`config.mk`:
```
export PLATFORM = sky130hd
export DESIGN_NAME = wts_front
export DESIGN_NICKNAME = d
export VERILOG_FILES = /design/src/design/wts_pkg.sv /design/src/design/wts_fifo.sv /design/src/design/wts_front.sv
export SDC_FILE = /design/constraint.sdc
export NUM_CORES = 1
export LEC_CHECK = 0
export ABC_AREA = 1
export BUFFER_PORTS_ARGS = -buffer_cell sky130_fd_sc_hd__buf_4
export CORE_ASPECT_RATIO = 1.25
export CORE_MARGIN = 1
export CORE_UTILIZATION = 40
export DETAILED_ROUTE_END_ITERATION = 6
export PLACE_DENSITY_LB_ADDON = 0.05
export SLEW_MARGIN = 0
export SYNTH_ARGS = -nofsm -noshare
export SYNTH_HDL_FRONTEND = slang
export SYNTH_SLANG_ARGS = --single-unit
```
`constraint.sdc`:
```
create_clock -name clk_i -period 2.5 [get_ports clk_i]
set_input_delay 0.5 -clock clk_i [delete_from_list [all_inputs] [get_ports clk_i]]
set_output_delay 0.5 -clock clk_i [all_outputs]
set_load 0.01 [all_outputs]
```
`src/design/wts_pkg.sv`:
```
// ----------------------------------------------------------------------------
// wts_pkg
// Shared types, constants and helpers of the wavetable sound unit.
// ----------------------------------------------------------------------------
package wts_pkg;

  localparam int unsigned WAVE_MEM_DEPTH = 16384;
  localparam int unsigned WAVE_ADDR_W    = $clog2(WAVE_MEM_DEPTH);

  localparam int unsigned CMDQ_DEPTH = 2;
  localparam int unsigned CMDQ_PTR_W = $clog2(CMDQ_DEPTH);
  localparam int unsigned CMDQ_CNT_W = $clog2(CMDQ_DEPTH + 1);

  // Shared divider: 38-bit dividend, 17-bit divisor
  localparam int unsigned DIV_DVD_W = 38;
  localparam int unsigned DIV_DSR_W = 17;
  localparam int unsigned DIV_CNT_W = $clog2(DIV_DVD_W);
  localparam logic [DIV_CNT_W-1:0] DIV_LAST = DIV_CNT_W'(DIV_DVD_W - 1);

  localparam logic [21:0] DIV_CLOCK = 22'd3072000;
  localparam logic [24:0] STEP_MAX  = 25'h1FF_FFFF;

  localparam logic [2:0] FUNC_PWRITE = 3'd0;
  localparam logic [2:0] FUNC_MWRITE = 3'd1;
  localparam logic [2:0] FUNC_SWEEP  = 3'd2;
  localparam logic [2:0] FUNC_SAMPLE = 3'd3;
  localparam logic [2:0] FUNC_PREAD  = 3'd4;

  localparam logic CFG_SAMPLE_RATE  = 1'b0;
  localparam logic CFG_CHANNEL_MUTE = 1'b1;

  // Port register offsets from 0x80
  localparam logic [4:0] REG_SWEEP_DELTA  = 5'h0C;
  localparam logic [4:0] REG_SWEEP_PERIOD = 5'h0D;
  localparam logic [4:0] REG_NOISE_CTRL   = 5'h0E;
  localparam logic [4:0] REG_TABLE_BASE   = 5'h0F;
  localparam logic [4:0] REG_MODE         = 5'h10;
  localparam logic [4:0] REG_FORCED_MSB   = 5'h11;
  localparam logic [4:0] REG_NOISE_LO     = 5'h12;
  localparam logic [4:0] REG_NOISE_HI     = 5'h13;
  localparam logic [4:0] REG_VOICE_GAIN   = 5'h14;
  localparam logic [4:0] REG_VOICE_DATA   = 5'h09;

  localparam logic [7:0] NOISE_TAPS [8] = '{
    8'h03, 8'h33, 8'h1B, 8'h53, 8'h05, 8'h09, 8'h11, 8'h1D
  };

  typedef enum logic [2:0] {
    K_PWRITE = 3'd0,
    K_MWRITE = 3'd1,
    K_SWEEP  = 3'd2,
    K_SAMPLE = 3'd3,
    K_PREAD  = 3'd4
  } kind_e;

  typedef struct packed {
    logic [2:0]  func;
    logic [7:0]  port;
    logic [7:0]  data_byte;
    logic [13:0] ram_addr;
  } in_item_t;

  typedef struct packed {
    logic               result_kind;
    logic signed [15:0] left_sample;
    logic signed [15:0] right_sample;
    logic [7:0]         read_data;
  } out_item_t;

  typedef struct packed {
    kind_e                  kind;
    logic [4:0]             reg_idx;
    logic                   in_range;
    logic [7:0]             data;
    logic [WAVE_ADDR_W-1:0] addr;
  } cmd_t;

  // One clock of the selectable-length noise LFSR
  function automatic logic [15:0] noise_next(logic [15:0] s, logic [2:0] mode);
    logic [15:0] top;
    logic [15:0] mask;
    logic [15:0] v;
    top  = 16'h8000 >> mode;
    mask = top - 16'd1;
    v    = s & mask;
    if (v == 16'd0) begin
      v = mask;
    end
    if (^(v[7:0] & NOISE_TAPS[mode])) begin
      v = v | top;
    end
    return v >> 1;
  endfunction

endpackage

```
`src/design/wts_fifo.sv`:
```
// ----------------------------------------------------------------------------
// wts_fifo
// Short command queue between the decoder and the execution engine.
// ----------------------------------------------------------------------------
module wts_fifo import wts_pkg::*; (
  input  logic clk_i,
  input  logic rst_ni,
  input  logic push_i,
  input  cmd_t push_data_i,
  output logic full_o,
  input  logic pop_i,
  output logic valid_o,
  output cmd_t pop_data_o
);

  cmd_t                  mem_q [CMDQ_DEPTH];
  logic [CMDQ_PTR_W-1:0] wr_ptr_q, wr_ptr_d;
  logic [CMDQ_PTR_W-1:0] rd_ptr_q, rd_ptr_d;
  logic [CMDQ_CNT_W-1:0] count_q, count_d;

  assign full_o     = (count_q == CMDQ_CNT_W'(CMDQ_DEPTH));
  assign valid_o    = (count_q != '0);
  assign pop_data_o = mem_q[rd_ptr_q];

  always_comb begin
    wr_ptr_d = wr_ptr_q;
    rd_ptr_d = rd_ptr_q;
    count_d  = count_q;
    if (push_i) begin
      wr_ptr_d = wr_ptr_q + 1'b1;
    end
    if (pop_i) begin
      rd_ptr_d = rd_ptr_q + 1'b1;
    end
    if (push_i && !pop_i) begin
      count_d = count_q + 1'b1;
    end else if (!push_i && pop_i) begin
      count_d = count_q - 1'b1;
    end
  end

  always_ff @(posedge clk_i or negedge rst_ni) begin
    if (!rst_ni) begin
      wr_ptr_q <= '0;
      rd_ptr_q <= '0;
      count_q  <= '0;
    end else begin
      wr_ptr_q <= wr_ptr_d;
      rd_ptr_q <= rd_ptr_d;
      count_q  <= count_d;
    end
  end

  always_ff @(posedge clk_i) begin
    if (push_i) begin
      mem_q[wr_ptr_q] <= push_data_i;
    end
  end

endmodule

```
`src/design/wts_front.sv`:
```
// ----------------------------------------------------------------------------
// wts_front
// Accept input items, classify them and queue the ones that do work.
// ----------------------------------------------------------------------------
module wts_front import wts_pkg::*; (
  input  logic     clk_i,
  input  logic     rst_ni,
  input  logic     in_valid_i,
  output logic     in_stall_o,
  input  in_item_t in_item_i,
  output logic     cmd_valid_o,
  output cmd_t     cmd_o,
  input  logic     cmd_pop_i
);

  logic full;
  logic keep;
  cmd_t cmd;

  always_comb begin
    cmd.reg_idx  = in_item_i.port[4:0];
    cmd.in_range = (in_item_i.port[7:5] == 3'b100);
    cmd.data     = in_item_i.data_byte;
    cmd.addr     = in_item_i.ram_addr;
    cmd.kind     = K_PREAD;
    keep         = 1'b1;
    unique case (in_item_i.func)
      FUNC_PWRITE: begin
        cmd.kind = K_PWRITE;
        keep     = cmd.in_range;   // drop writes outside the port window
      end
      FUNC_MWRITE: cmd.kind = K_MWRITE;
      FUNC_SWEEP:  cmd.kind = K_SWEEP;
      FUNC_SAMPLE: cmd.kind = K_SAMPLE;
      FUNC_PREAD:  cmd.kind = K_PREAD;
      default:     keep = 1'b0;
    endcase
  end

  assign in_stall_o = full;

  wts_fifo u_fifo (
    .clk_i       (clk_i),
    .rst_ni      (rst_ni),
    .push_i      (in_valid_i && !full && keep),
    .push_data_i (cmd),
    .full_o      (full),
    .pop_i       (cmd_pop_i),
    .valid_o     (cmd_valid_o),
    .pop_data_o  (cmd_o)
  );

endmodule

```
==> results of run 1 <==
-- logic make-up (layout without fill, tap and decap cells) --
family	after synthesis	count (layout)	share of synthesized area (%)
flops	66	66	73.7
mux	31	31	17.2
simple gates	20	20	3.06
buf+inv	16	99	4.37
xor+xnor	3	3	0.987
fa+ha+maj	1	1	0.470
compound gates	1	1	0.188
-- metal layers --
metal,wire [um],part of all wire [%]
met2,2340,53
met5,0,0
met1,1740,39
met3,245,5.6
met4,82,1.9
-- critical path: cells and delay by family (launching register included) --
| family | cells | cell delay [ps] |
|---|---|---|
| multiplexers | 1 | 320 |
| buffers and inverters | 2 | 400 |
| flip-flops | 1 | 680 |
-- final timing paths --
check,start,end,slack [ps],cells past startpoint
max,u_fifo.rd_ptr_q,cmd_o[28],270,3
max reg2reg,u_fifo.count_q[0],u_fifo.mem_q[0][19],780,7
max in group asynchronous,rst_ni,u_fifo.rd_ptr_q,1880,2
min,cmd_pop_i,u_fifo.rd_ptr_q,350,2
min in group asynchronous,rst_ni,u_fifo.rd_ptr_q,510,2
min reg2reg,u_fifo.wr_ptr_q,u_fifo.wr_ptr_q,470,2
-- metrics by stage --
step	util, %	instance area [um2]	instances	worst slack [ps]
floorplan	-	2660	138	470
global placement	52.1	3270	291	616
detailed placement	52.1	3270	291	597
CTS	55.0	3460	306	236
global route	55.0	3460	306	186
finish	55.0	3460	306	269
-- sequential cells by signal, indices dropped and copies added, names as in the netlist --
name / flops
u_fifo.mem_q: 62
u_fifo.count_q: 2
u_fifo.wr_ptr_q: 1
u_fifo.rd_ptr_q: 1
-- synth_stat cells --
cell / count / area (um2)
nor2_1: 7 / 26.3
xnor2_1: 1 / 8.76
nand2_1: 10 / 37.5
ha_1: 1 / 12.5
inv_2: 1 / 3.75
or2_0: 1 / 6.26
nor2_2: 1 / 6.26
mux2_4: 29 / 435
clkbuf_1: 1 / 3.75
a21oi_1: 1 / 5.00
buf_6: 1 / 11.3
inv_1: 10 / 37.5
mux2_2: 2 / 22.5
edfxtp_1: 62 / 1860
dfrtp_1: 4 / 100
xor2_1: 2 / 17.5
nand3_1: 1 / 5.00
buf_12: 3 / 60.1
-- power by group through the flow --
stage          logic [mW]  registers (mW)  clock network [mW]
2_1_floorplan       0.855            1.46                   0
3_3_place_gp         1.16            1.53                   0
3_5_place_dp         1.17            1.54                   0
4_1_cts              1.18            1.52               0.832
5_1_grt              1.24            1.53               0.885
6_report             1.16            1.51               0.817
-- final cells by class --
type                    count  area (um2)  share of cell area [%]
multi-input cells          56         591                    17.1
repair buffers             74         583                    16.9
flip-flops and latches     66        1960                    56.8
inverters                  11        41.3                    1.19
well taps                  85         106                    3.08
clock buffers              10         128                    3.69
clock inverters             4        45.0                    1.30
-- cells in the final DEF, fill, tap and decap left out, drive strengths merged --
master and count:
or2 1, mux2 31, nand2 10, buf 73, inv 11, dlygate4sd3 1, dfrtp 4, clkbuf 10
nor2 8, xor2 2, clkinv 3, bufinv 1, a21oi 1, edfxtp 62, nand3 1, xnor2 1
ha 1
-- what timing repair did --
action                                 in CTS  in global routing
endpoints found under the hold margin       4                  0
gates resized for setup                     0                  0
hold buffers                                1                  0
==> flow_metrics.tcl, run 1 <==
set metrics [dict create \
    grt_util_all_layers_pct 13.7 \
    ys.warnings.count 0 \
    cp_cell_sequence "buf_12, mux2_4, buf_4" \
    die_w_um 75.0 \
    wl_per_cell_um 14.4 \
    grtUsageMet2_pct 23.4 \
    seq_area_frac_synth_pct 73.7 \
    ant_nets 0 \
    hold_class "in2reg" \
    power_frac_clock_pct 23.4 \
    final.min_clock_period_ps 2230 \
    comb_power_share_pct 33.3 \
    routed_wl_um 4410 \
    cp-end-kind "output port" \
    setup.worst_path.start_class "flip-flop" \
    grt-ovfl-total 0 \
    clk_path_buf_depth 2 \
    die_h_um 93.2 \
    design_power_total_mw 3.49 \
    ys_ff_latch 66 \
    synthCells 138 \
    path_class "reg2out" \
    relSlewSlack_pct 67.4 \
    dp_hpwl_um 3060 \
    cts-root-buf "clkbuf_8" \
    grt_antenna_before_repair 0 \
    grt-busiest-layer "met2" \
    postCtsSetupBuffers 0 \
    synth_area_per_cell_um2 19.3 \
    grt_pass1_vias 1504 \
    crit_required_ps 2000 \
    drc_errors 0 \
    diodes 0 \
    p_per_area_nw_per_um2 1010 \
    path_max_fanout 18 \
    vias 1399 \
    finalCritPeriodShare_pct 89.3 \
    switching_share_pct 27.6 \
    first_pass_iters 4 \
    cts_tree "yes" \
    peakVddDrop_v 0.000461 \
    timing.hold.ws_ps 348 \
    areaGrowthSynthToFinish_pct 29.9 \
    grt_pass1_wl_um 6740 \
    skew_ps 3.95 \
    p_leak_nw 1.45 \
    drt_iter0_markers 69 \
    io-pin-count 70 \
    clk_pin_slew_ps 60 \
    fin_tns_setup_ps 0 \
    syn_area_um2 2660 \
    crit_slowest_cell "dfrtp_2" \
    clkSinkCount 66 \
    worstPathArrival_ps 1730 \
    hold_viol_final 0 \
    setup_violations 0 \
    synth_cell_types 18 \
    die-area_um2 6990 \
    synth_nets 176 \
    final_layout_size_suffix_gt1_share_pct 54.8 \
    num_rows 32 \
    port_buffers 69 \
    gp_congestion 0.606 \
    rsz0062_at_grt "no" \
    seqPwrFrac_pct 43.4 \
    max_cap_viol_count 0 \
    nets 256 \
    coreArea_um2 6290 \
    initial_core_util_pct 42.3 \
    fmax_mhz 448 \
    cts_made_buffers 9 \
    grt_use_met3_pct 4.96 \
    status "completed" \
    p_switching_mw 0.963 \
    drv_slew 0 \
    h-tree-depth 3 \
    gr-usage-met1_pct 14.7 \
    critical-path-max-stage-delay_ps 680 \
    grt_max_degree 24 \
    intPower_mw 2.53 \
    clk_latency_ps 330 \
    tightest_slew_ps 489 \
    via_per_inst 4.57 \
    fillCellCount 544 \
]
Note: power is estimated with default switching activity, not from simulation.
==> inputs of run 2 (changes only) <==
CTS_BUF_LIST = sky130_fd_sc_hd__clkbuf_4   (was default)
==> flow_metrics.tcl, run 2 (same netlist as run 1, synthesis figures left out) <==
set metrics [dict create \
    status "completed" \
    cp_cell_sequence "buf_12, mux2_4, buf_4" \
    intPower_mw 2.39 \
    switching_share_pct 28.3 \
    die_w_um 75.0 \
    clk_pin_slew_ps 100 \
    grt_antenna_before_repair 0 \
    mostFrequentLayoutCell "buf_4" \
    setup_violations 0 \
    initial_core_util_pct 42.3 \
    grt_util_all_layers_pct 13.8 \
    fmax_mhz 434 \
    p_per_area_nw_per_um2 977 \
    power_frac_clock_pct 19.6 \
    final.min_clock_period_ps 2310 \
    crit_required_ps 2000 \
    nets 256 \
    die-area_um2 6990 \
    max_cap_viol_count 0 \
    crit_slowest_cell "dfrtp_2" \
    largest_reg_flops 62 \
    path_max_fanout 18 \
    grt-ovfl-total 0 \
    coreArea_um2 6290 \
    tightest_slew_ps 492 \
    postCtsSetupBuffers 0 \
    clkSinkCount 66 \
    largest_register "u_fifo.mem_q" \
    drt_iter0_markers 72 \
    comb_power_share_pct 34.9 \
    top_regs "u_fifo.mem_q x62, u_fifo.count_q x2" \
    hold_viol_final 0 \
    grt_pass1_wl_um 6790 \
    p_switching_mw 0.942 \
    peakVddDrop_v 0.000505 \
    grt_pass1_vias 1480 \
    cts_made_buffers 9 \
    ant_nets 0 \
    finalCritPeriodShare_pct 92.2 \
    port_buffers 69 \
    first_pass_iters 4 \
    layout_common_cells "buf_4, edfxtp_1, mux2_4" \
    clk_latency_ps 390 \
    io-pin-count 70 \
    seqPwrFrac_pct 45.5 \
    clk_path_buf_depth 2 \
    worstPathArrival_ps 1810 \
    routed_wl_um 4440 \
    vias 1401 \
    gp_congestion 0.606 \
    cp-end-kind "output port" \
    fin_tns_setup_ps 0 \
    ctsResizeCount 0 \
    register_area_um2 1960 \
    cts-root-buf "clkbuf_4" \
    fillCellCount 547 \
    num_rows 32 \
    path_class "reg2out" \
    postCtsHoldBufs 1 \
    cts_tree "yes" \
    p_leak_nw 1.43 \
    final_layout_size_suffix_gt1_share_pct 55.2 \
    via_per_inst 4.58 \
    die_h_um 93.2 \
    rsz0062_at_grt "no" \
    grt_max_degree 24 \
    wl_per_cell_um 14.5 \
    fin_util_pct 54.2 \
    rrSetupSlack_ps 780 \
    skew_ps 14.4 \
    areaGrowthSynthToFinish_pct 27.9 \
    critical-path-max-stage-delay_ps 690 \
    diodes 0 \
    h-tree-depth 3 \
    drc_errors 0 \
    setup.worst_path.start_class "flip-flop" \
    hold_class "in2reg" \
    drv_slew 0 \
    dp_hpwl_um 3060 \
    relSlewSlack_pct 67.2 \
    multi_input_comb_area_um2 591 \
]
-- run 2: changes by cell type in the layout (fill, tap and decap cells not counted) --
cell / change
clkbuf_8: -9
clkbuf_4: +10
clkbuf_1: -1
-- run 2: final cells by class --
type | count | share of cell area, %
clock buffer | 10 | 2.21
clock inverter | 4 | 1.32
inverter | 11 | 1.21
multi-input combinational | 56 | 17.3
sequential | 66 | 57.7
tap | 85 | 3.12
timing repair buffer | 74 | 17.1
-- run 2: power groups by stage --
stage / combinational, mW / sequential [mW] / clock (mW)
floorplan: 0.855 / 1.46 / 0
global placement: 1.16 / 1.53 / 0
detailed placement: 1.17 / 1.54 / 0
CTS: 1.18 / 1.52 / 0.671
global route: 1.24 / 1.53 / 0.717
finish: 1.16 / 1.51 / 0.653
-- run 2: critical path, delay by kind of cell, from the launching register on --
family / cells / cell delay, ps
multiplexers: 1 / 320
buffers and inverters: 2 / 400
flip-flops: 1 / 690
-- run 2: worst paths after layout --
check,end,cells after the start,from
setup / recovery,cmd_o[28],3,u_fifo.rd_ptr_q
hold reg to reg,u_fifo.wr_ptr_q,2,u_fifo.wr_ptr_q
setup reg to reg,u_fifo.mem_q[0][7],7,u_fifo.count_q[0]
max in group asynchronous,u_fifo.rd_ptr_q,2,rst_ni
hold / removal,u_fifo.rd_ptr_q,2,cmd_pop_i
min in group asynchronous,u_fifo.rd_ptr_q,2,rst_ni
-- run 2: per-stage QoR --
step	power (mW)	hold WS (ps)	setup slack, ps	area (um2)	std cells
3_5_place_dp	2.72	301	597	3270	291
3_3_place_gp	2.69	299	616	3270	291
6_report	3.33	284	194	3400	306
2_1_floorplan	2.32	204	470	2660	138
5_1_grt	3.49	254	98.6	3400	306
4_1_cts	3.37	255	151	3400	306
-- run 2: layer usage --
metal / vias up / track usage (%) / share of wire (%) / wire length (um)
met4: 0 / 7.08 / 1.5 / 65
met1: 684 / 15.3 / 40 / 1780
met2: 46 / 23.0 / 53 / 2350
met3: 6 / 4.63 / 5.6 / 247
met5: - / 0 / 0 / 0
li1: 665 / - / - / -
